## src/design/fbcs_pkg.sv

```systemverilog
// ----------------------------------------------------------------------------
// fbcs_pkg
// Types, constants and codes shared by the channel scheduler modules.
// ----------------------------------------------------------------------------
package fbcs_pkg;

  localparam int MaxTasksDefault = 16;
  localparam logic [31:0] BudgetReset = 32'd1000000;
  localparam logic [19:0] OneSecondUs = 20'd1000000;
  localparam logic [23:0] DefaultAvgUs = 24'd10000;
  localparam logic [47:0] Mask48 = 48'hFFFF_FFFF_FFFF;
  localparam int QueueDepth = 2;

  typedef enum logic [2:0] {
    CMD_ADD       = 3'd0,
    CMD_UPDATE    = 3'd1,
    CMD_REMOVE    = 3'd2,
    CMD_ENABLE    = 3'd3,
    CMD_GATE      = 3'd4,
    CMD_REPORT    = 3'd5,
    CMD_REBALANCE = 3'd6,
    CMD_STATS     = 3'd7
  } cmd_t;

  localparam logic [1:0] STRAT_REALTIME = 2'd0;
  localparam logic [1:0] STRAT_POLLING  = 2'd1;
  localparam logic [1:0] STRAT_ONDEMAND = 2'd2;

  typedef struct packed {
    logic [2:0]  command;
    logic [7:0]  chan_id;
    logic [1:0]  strategy;
    logic [7:0]  req_fps;
    logic        enable_bit;
    logic [47:0] now_us;
    logic [23:0] inference_us;
  } in_item_t;

  typedef struct packed {
    logic        ok;
    logic [7:0]  req_fps_out;
    logic [7:0]  effective_fps_out;
    logic        throttled;
    logic [31:0] inference_count;
    logic [23:0] avg_inference_us;
    logic [39:0] load_est_us;
    logic [6:0]  active_count;
  } out_item_t;

endpackage

```

## src/design/fbcs_front.sv

```systemverilog
// ----------------------------------------------------------------------------
// fbcs_front
// Accepts command items and queues them for the execution engine.
// ----------------------------------------------------------------------------
module fbcs_front import fbcs_pkg::*; (
  input  logic     clk,
  input  logic     rst,
  input  logic     start,
  input  in_item_t in_item,
  output logic     busy,
  output logic     q_valid,
  output in_item_t q_item,
  input  logic     q_pop
);

  localparam int PtrW = $clog2(QueueDepth);

  in_item_t           mem [QueueDepth];
  logic [PtrW-1:0]    wptr;
  logic [PtrW-1:0]    rptr;
  logic [PtrW:0]      fill;
  logic               push;

  assign busy = (fill == (PtrW+1)'(QueueDepth));
  assign push = start && !busy;
  assign q_valid = (fill != '0);
  assign q_item = mem[rptr];

  always_ff @(posedge clk) begin
    if (push) begin
      mem[wptr] <= in_item;
    end
    if (rst) begin
      wptr <= '0;
      rptr <= '0;
      fill <= '0;
    end else begin
      if (push) begin
        wptr <= wptr + 1'b1;
      end
      if (q_pop) begin
        rptr <= rptr + 1'b1;
      end
      fill <= fill + (PtrW+1)'(push) - (PtrW+1)'(q_pop);
    end
  end

endmodule

```

## config.mk

```make
export PLATFORM = sky130hd
export DESIGN_NAME = fbcs_front
export DESIGN_NICKNAME = d
export VERILOG_FILES = /design/src/design/fbcs_pkg.sv /design/src/design/fbcs_front.sv
export SDC_FILE = /design/constraint.sdc
export NUM_CORES = 1
export LEC_CHECK = 0
export BUFFER_PORTS_ARGS = -buffer_cell sky130_fd_sc_hd__buf_2
export CAP_MARGIN = 20
export CELL_PAD_IN_SITES_DETAIL_PLACEMENT = 0
export CELL_PAD_IN_SITES_GLOBAL_PLACEMENT = 1
export CORE_MARGIN = 2
export CORE_UTILIZATION = 45
export CTS_BUF_LIST = sky130_fd_sc_hd__clkbuf_8
export DETAILED_ROUTE_END_ITERATION = 6
export PLACE_DENSITY = 0.89
export SYNTH_ARGS = -nofsm -noshare
export SYNTH_HDL_FRONTEND = slang
export SYNTH_SLANG_ARGS = --single-unit
```

## constraint.sdc

```tcl
create_clock -name clk -period 4.45 [get_ports clk]
set_input_delay 0.445 -clock clk [delete_from_list [all_inputs] [get_ports clk]]
set_output_delay 0.445 -clock clk [all_outputs]
set_load 0.01 [all_outputs]
```

==> summary.md, run 1 <==
| Metric | Value |
|---|---|
| Wire length per cell | 17.21 um |
| Clock Pin Slew Worst Setup and Hold Paths | 90 ps |
| H-tree depth | 4 |
| GRT Residual Overflow | 0 |
| Ranking of synthesized cells by area | edfxtp_1, mux2_2, dfxtp_1 |
| Root buffer cell | clkbuf_8 |
| Antenna Nets Post-Route | 0 |
| CP Max Fanout | 79 |
| Total CTS buffers | 17 |
| HPWL after DPL | 8050 um |
| CTS tree | done |
| Num rows | 45 |
| Antenna cells | 0 |
| Initial DRC Count | 135 |
| Final Setup Violations | 0 |
| Worst setup EP type | primary output |
| Remaining DRCs | 0 |
| FF+latch count, synth | 193 |
| RSZ-0062 raised after global routing | false |
| WP data arrival | 2430 ps |
| Clock sink count | 193 |
| Top_reg_cell synth | edfxtp_1 |
| Post-synth net total | 418 |
| RR Endpoint | mem[1][89] |
| Drt pass-1 iters | 7 |
| Top cells by count, synth | edfxtp_1, mux2_2, buf_6 |
| Synth cell types | 21 |
| Hold_sp | in_item[23] |
| Max IR drop VDD | 330.2 uV |
| I/O Buffers | 193 |
| Slowest stage delay, CP | 1040 ps |
| Cells along the critical path | buf_4, mux2_2, buf_2 |
| Sequential cell area fraction in the yosys report | 0.8185 |
| Hold EP | mem[0][23] |
| Post-synth ARST share | 0 |
| CP max stage cell | dfxtp_4 |
| Placer Congestion | 0.6757 |
| Fin nets | 624 |
| Cell taking the most area after synthesis | edfxtp_1 |
| Worst path bufs/invs | 2 |
| Synth warn | 0 |
| Post-Route WL | 12480 um |
| Clk_skew | 11.93 ps |
| Gr usage total | 0.1501 |
| FF-to-FF setup slack | 2230 ps |
| Core Area | 15200 um2 |
| Die width | 128.9 um |
| TNS Setup | 0 ps |
| Setup bufs post-CTS | 0 |
| Clk buf depth | 2 |
| Critical path class | reg2out |
| Max cap viols | 0 |
| Initial antenna violation count | 1 |
| Largest net degree at the start of global routing | 84 |
| Final total power | 3.819 mW |
| Clk_lat worst skew | 440 ps |
| Tightest Pin Transition | 1060 ps |
| Syn Inst Count | 318 |
| Hold slack final | 185.6 ps |
| Fin. Hold Viols | 0 |
| Reg2reg path depth | 3 |
| First-pass GRT wire length | 18510 um |
| Max Freq | 347.6 MHz |
| Die ar. | 16610 um2 |
| FILL cells | 1195 |
| Mapped cell area | 7019 um2 |
| PostCTS Resize Cnt | 0 |
| Vias in the first global route | 3781 |
| Avg Vias per Cell | 4.956 |
| PD cells | 447.0 nW/um2 |
| Final worst-path cycle share | 0.6465 |
| R2R Path Start | fill[0] |
| Finished Layout Cells | 725 |
| Count leader, synth | edfxtp_1 |
| Number of synthesized flops with an enable pin | 188 |
| Critical path launch point type | register |
| Cells after DPL | 692 |
| Final Slew Violations | 0 |
| Seq. cell area | 5749 um2 |
| Hold buffers post-CTS | 0 |
| Area occupied by multi-input gates | 1174 um2 |
| Avg Cell Area, Syn | 22.07 um2 |
| Final Critical Period | 2877 ps |
| Fraction of layout cells with a size suffix above 1 | 0.5996 |
| Die Span Y | 128.9 um |
| Area share of the largest cell type after synthesis | 0.8043 |
| WP data required | 4010 ps |
| Critical path's top delay family | flip-flops |
| Starting Density | 0.4617 |
| Routed vias | 3593 |
| Status | completed |
| Slew HR | 0.2930 |
| Pre-CTS WS | 1904 ps |
| Layout area overhead | 21.73% |
| Hold Path Class | in2reg |
| Leak | 3.182 nW |
| Hold path depth | 1 |
| Final worst slack | 1573 ps |
| I/O Pins | 194 |
registers in the layout, summed over array words and instances (netlist names), named ones only:
register / count
fill: 2
mem: 188
rptr: 1
wptr: 1
cells in the final DEF, fill, tap and decap left out, types with 3 or more instances in the layout:
cell type	count
buf_2	193
buf_4	3
clkbuf_8	17
clkinv_1	4
clkinvlp_4	4
dfxtp_1	4
edfxtp_1	188
inv_1	4
mux2_2	94
nor2_1	3
worst register-to-register path: stages (launching register included):
cell      delay, ps
dfxtp_1         360
nand2b_1        170
and3_4          860
buf_4           490
power breakdown:
| group | internal [mW] | switching, mW |
|---|---|---|
| combinational | 0.256 | 0.289 |
| clock | 0.436 | 0.579 |
| sequential | 2.19 | 0.0650 |
| total | 2.89 | 0.934 |
kinds of logic (layout without fill, tap and decap cells):
| family | after synthesis | after routing | synth area share |
|---|---|---|---|
| multiplexers | 94 | 94 | 0.1508 |
| adder cells (fa/ha/maj) | 2 | 2 | 0.003564 |
| flip-flops | 193 | 193 | 0.8185 |
| XOR/XNOR | 2 | 2 | 0.002496 |
| AND/OR/NAND/NOR | 11 | 11 | 0.008202 |
| AO/OA/AOI/OAI | 2 | 2 | 0.001425 |
| buffers and inverters | 14 | 233 | 0.01497 |
per-stage QoR:
step                instance area, um2    util
floorplan                         7019       -
global placement                  8164  0.5370
detailed placement                8164  0.5370
CTS                               8517  0.5602
global route                      8544  0.5621
finish                            8544  0.5621
area by class of cell:
cell class                 instances  share of cell area
clock buffer                      17             0.02738
timing repair buffer             197              0.1189
inverter                           4            0.002050
tap                              188             0.02753
sequential                       193              0.6729
multi-input combinational        111              0.1374
clock inverter                    15             0.01391
routing by layer:
metal,GRT usage,wire [um],share of wire
met4,0.06074,185,0.015
met5,0,13,0.0010
met1,0.1682,5035,0.40
met3,0.04865,773,0.062
met2,0.2655,6472,0.52
how the worst max path moves through the flow:
| stage | start | slack [ps] | cells past startpoint | end |
|---|---|---|---|---|
| CTS | register | 1480 | 3 | q_item[47] |
| global route | register | 1400 | 3 | q_item[47] |
| detailed placement | start | 1900 | 5 | mem[0][38] |
| global placement | start | 1970 | 5 | mem[0][57] |
| floorplan | fill[0] | 1300 | 2 | mem[1][0] |
| finish | register | 1570 | 3 | q_item[47] |
Note: power is estimated with default switching activity, not from simulation.
==> run 2: changes to the inputs <==
CORE_UTILIZATION = 41   (was 45)
PLACE_DENSITY = 0.86   (was 0.89)
clock period = 2.4 ns   (was 4.45 ns; I/O delays follow)
==> summary.md, run 2 (same netlist as run 1, synthesis figures left out) <==
| Metric | Value |
|---|---|
| Worst setup EP type | primary output |
| Leak | 3.601 nW |
| WP data arrival | 1850 ps |
| I/O Pins | 194 |
| Top flop regs | mem (188), fill (2) |
| Final Critical Period | 2092 ps |
| Die ar. | 18180 um2 |
| Clk_skew | 8.801 ps |
| Final Slew Violations | 0 |
| Seq. cell area | 5749 um2 |
| Placer Congestion | 0.7018 |
| Slowest stage delay, CP | 450 ps |
| FILL cells | 1218 |
| Cells along the critical path | buf_4, mux2_2, buf_2 |
| I/O Buffers | 193 |
| Hold Path Class | in2reg |
| CP max stage cell | buf_4 |
| Final worst-path cycle share | 0.8716 |
| Routed vias | 3977 |
| Critical path class | reg2out |
| H-tree depth | 4 |
| Most frequent cells in the layout | buf_2, edfxtp_1, dlygate4sd3_1 |
| Clk_lat worst skew | 430 ps |
| Hold slack final | 116.8 ps |
| WP data required | 2160 ps |
| Antenna cells | 0 |
| Critical path launch point type | register |
| Remaining DRCs | 0 |
| Fin nets | 720 |
| Dpl cell area | 8283 um2 |
| Gr usage total | 0.1553 |
| Design area | 9582 um2 |
| HPWL after DPL | 8526 um |
| Die Span Y | 134.8 um |
| Max IR drop VDD | 378.6 uV |
| Clock Pin Slew Worst Setup and Hold Paths | 80 ps |
| Area occupied by multi-input gates | 1186 um2 |
| RSZ-0062 raised after global routing | false |
| PostCTS Resize Cnt | 0 |
| Max Freq | 478.1 MHz |
| Final Setup Violations | 0 |
| Initial antenna violation count | 0 |
| CP Max Fanout | 43 |
| Num rows | 47 |
| Total CTS buffers | 17 |
| TNS Setup | 0 ps |
| Clk buf depth | 2 |
| Most flop-heavy register | mem |
| Post-Route WL | 13920 um |
| Starting Density | 0.4218 |
| Layout area overhead | 36.51% |
| Clock sink count | 193 |
| Core Area | 16640 um2 |
| Die width | 134.8 um |
| Max reg flops | 188 |
| Fin. Hold Viols | 0 |
| Largest net degree at the start of global routing | 95 |
| Wire length per cell | 16.34 um |
| CTS tree | done |
| Drt pass-1 iters | 4 |
| Final cell utilization of the core | 0.5757 |
| Slew HR | 0.6203 |
| Fraction of layout cells with a size suffix above 1 | 0.5174 |
| Tightest Pin Transition | 569.5 ps |
| Status | completed |
| Vias in the first global route | 4380 |
| Most common cell after layout, fill and taps aside | buf_2 |
| PD cells | 756.3 nW/um2 |
| Hold buffers post-CTS | 95 |
| First-pass GRT wire length | 21270 um |
| Max cap viols | 0 |
| Avg Vias per Cell | 4.668 |
| GRT Residual Overflow | 0 |
| Antenna Nets Post-Route | 0 |
| Initial DRC Count | 222 |
| Root buffer cell | clkbuf_8 |
| Setup bufs post-CTS | 0 |
==> run 2: power by group <==
group | switching, mW | internal [mW] | leakage, nW
combinational | 0.624 | 0.596 | 1.62
clock | 1.07 | 0.812 | 0.183
sequential | 0.0774 | 4.07 | 1.79
==> run 2: metal layers <==
metal	global-route usage	vias up	share of wire
met1	0.1732	1945	0.40
met3	0.05218	20	0.063
li1	-	1865	-
met2	0.2798	147	0.52
met4	0.04912	0	0.017
met5	0	-	0
==> run 2: cell type report <==
type                            instances  area share
Tap cell                              220     0.02873
Clock inverter                         14     0.01188
Sequential cell                       193      0.6000
Clock buffer                           17     0.02442
Inverter                                4    0.001959
Timing Repair Buffer                  293      0.2092
Multi-Input combinational cell        111      0.1238
==> run 2: path summary, 6_finish.rpt <==
path,from,end,slack (ps),cells past startpoint
hold / removal,q_pop,rptr,120,3
setup reg to reg,fill[0],mem[0][49],740,5
hold reg to reg,wptr,wptr,520,2
setup / recovery,register,q_item[12],310,3
==> run 2: worst max-delay path: cells and delay by family, from the launching register on <==
family	cells	cell delay, ps
buffers and inverters	2	600
muxes	1	420
DFF	1	360
==> run 2: metrics by stage <==
stage	worst slack (ps)	instances	power, mW
final	308.2	852	7.247
after global routing	202.2	852	7.570
after CTS	249.5	852	7.343
after detailed placement	753.3	726	5.332
after global placement	787.3	726	5.286
after floorplan	4.331	318	4.846
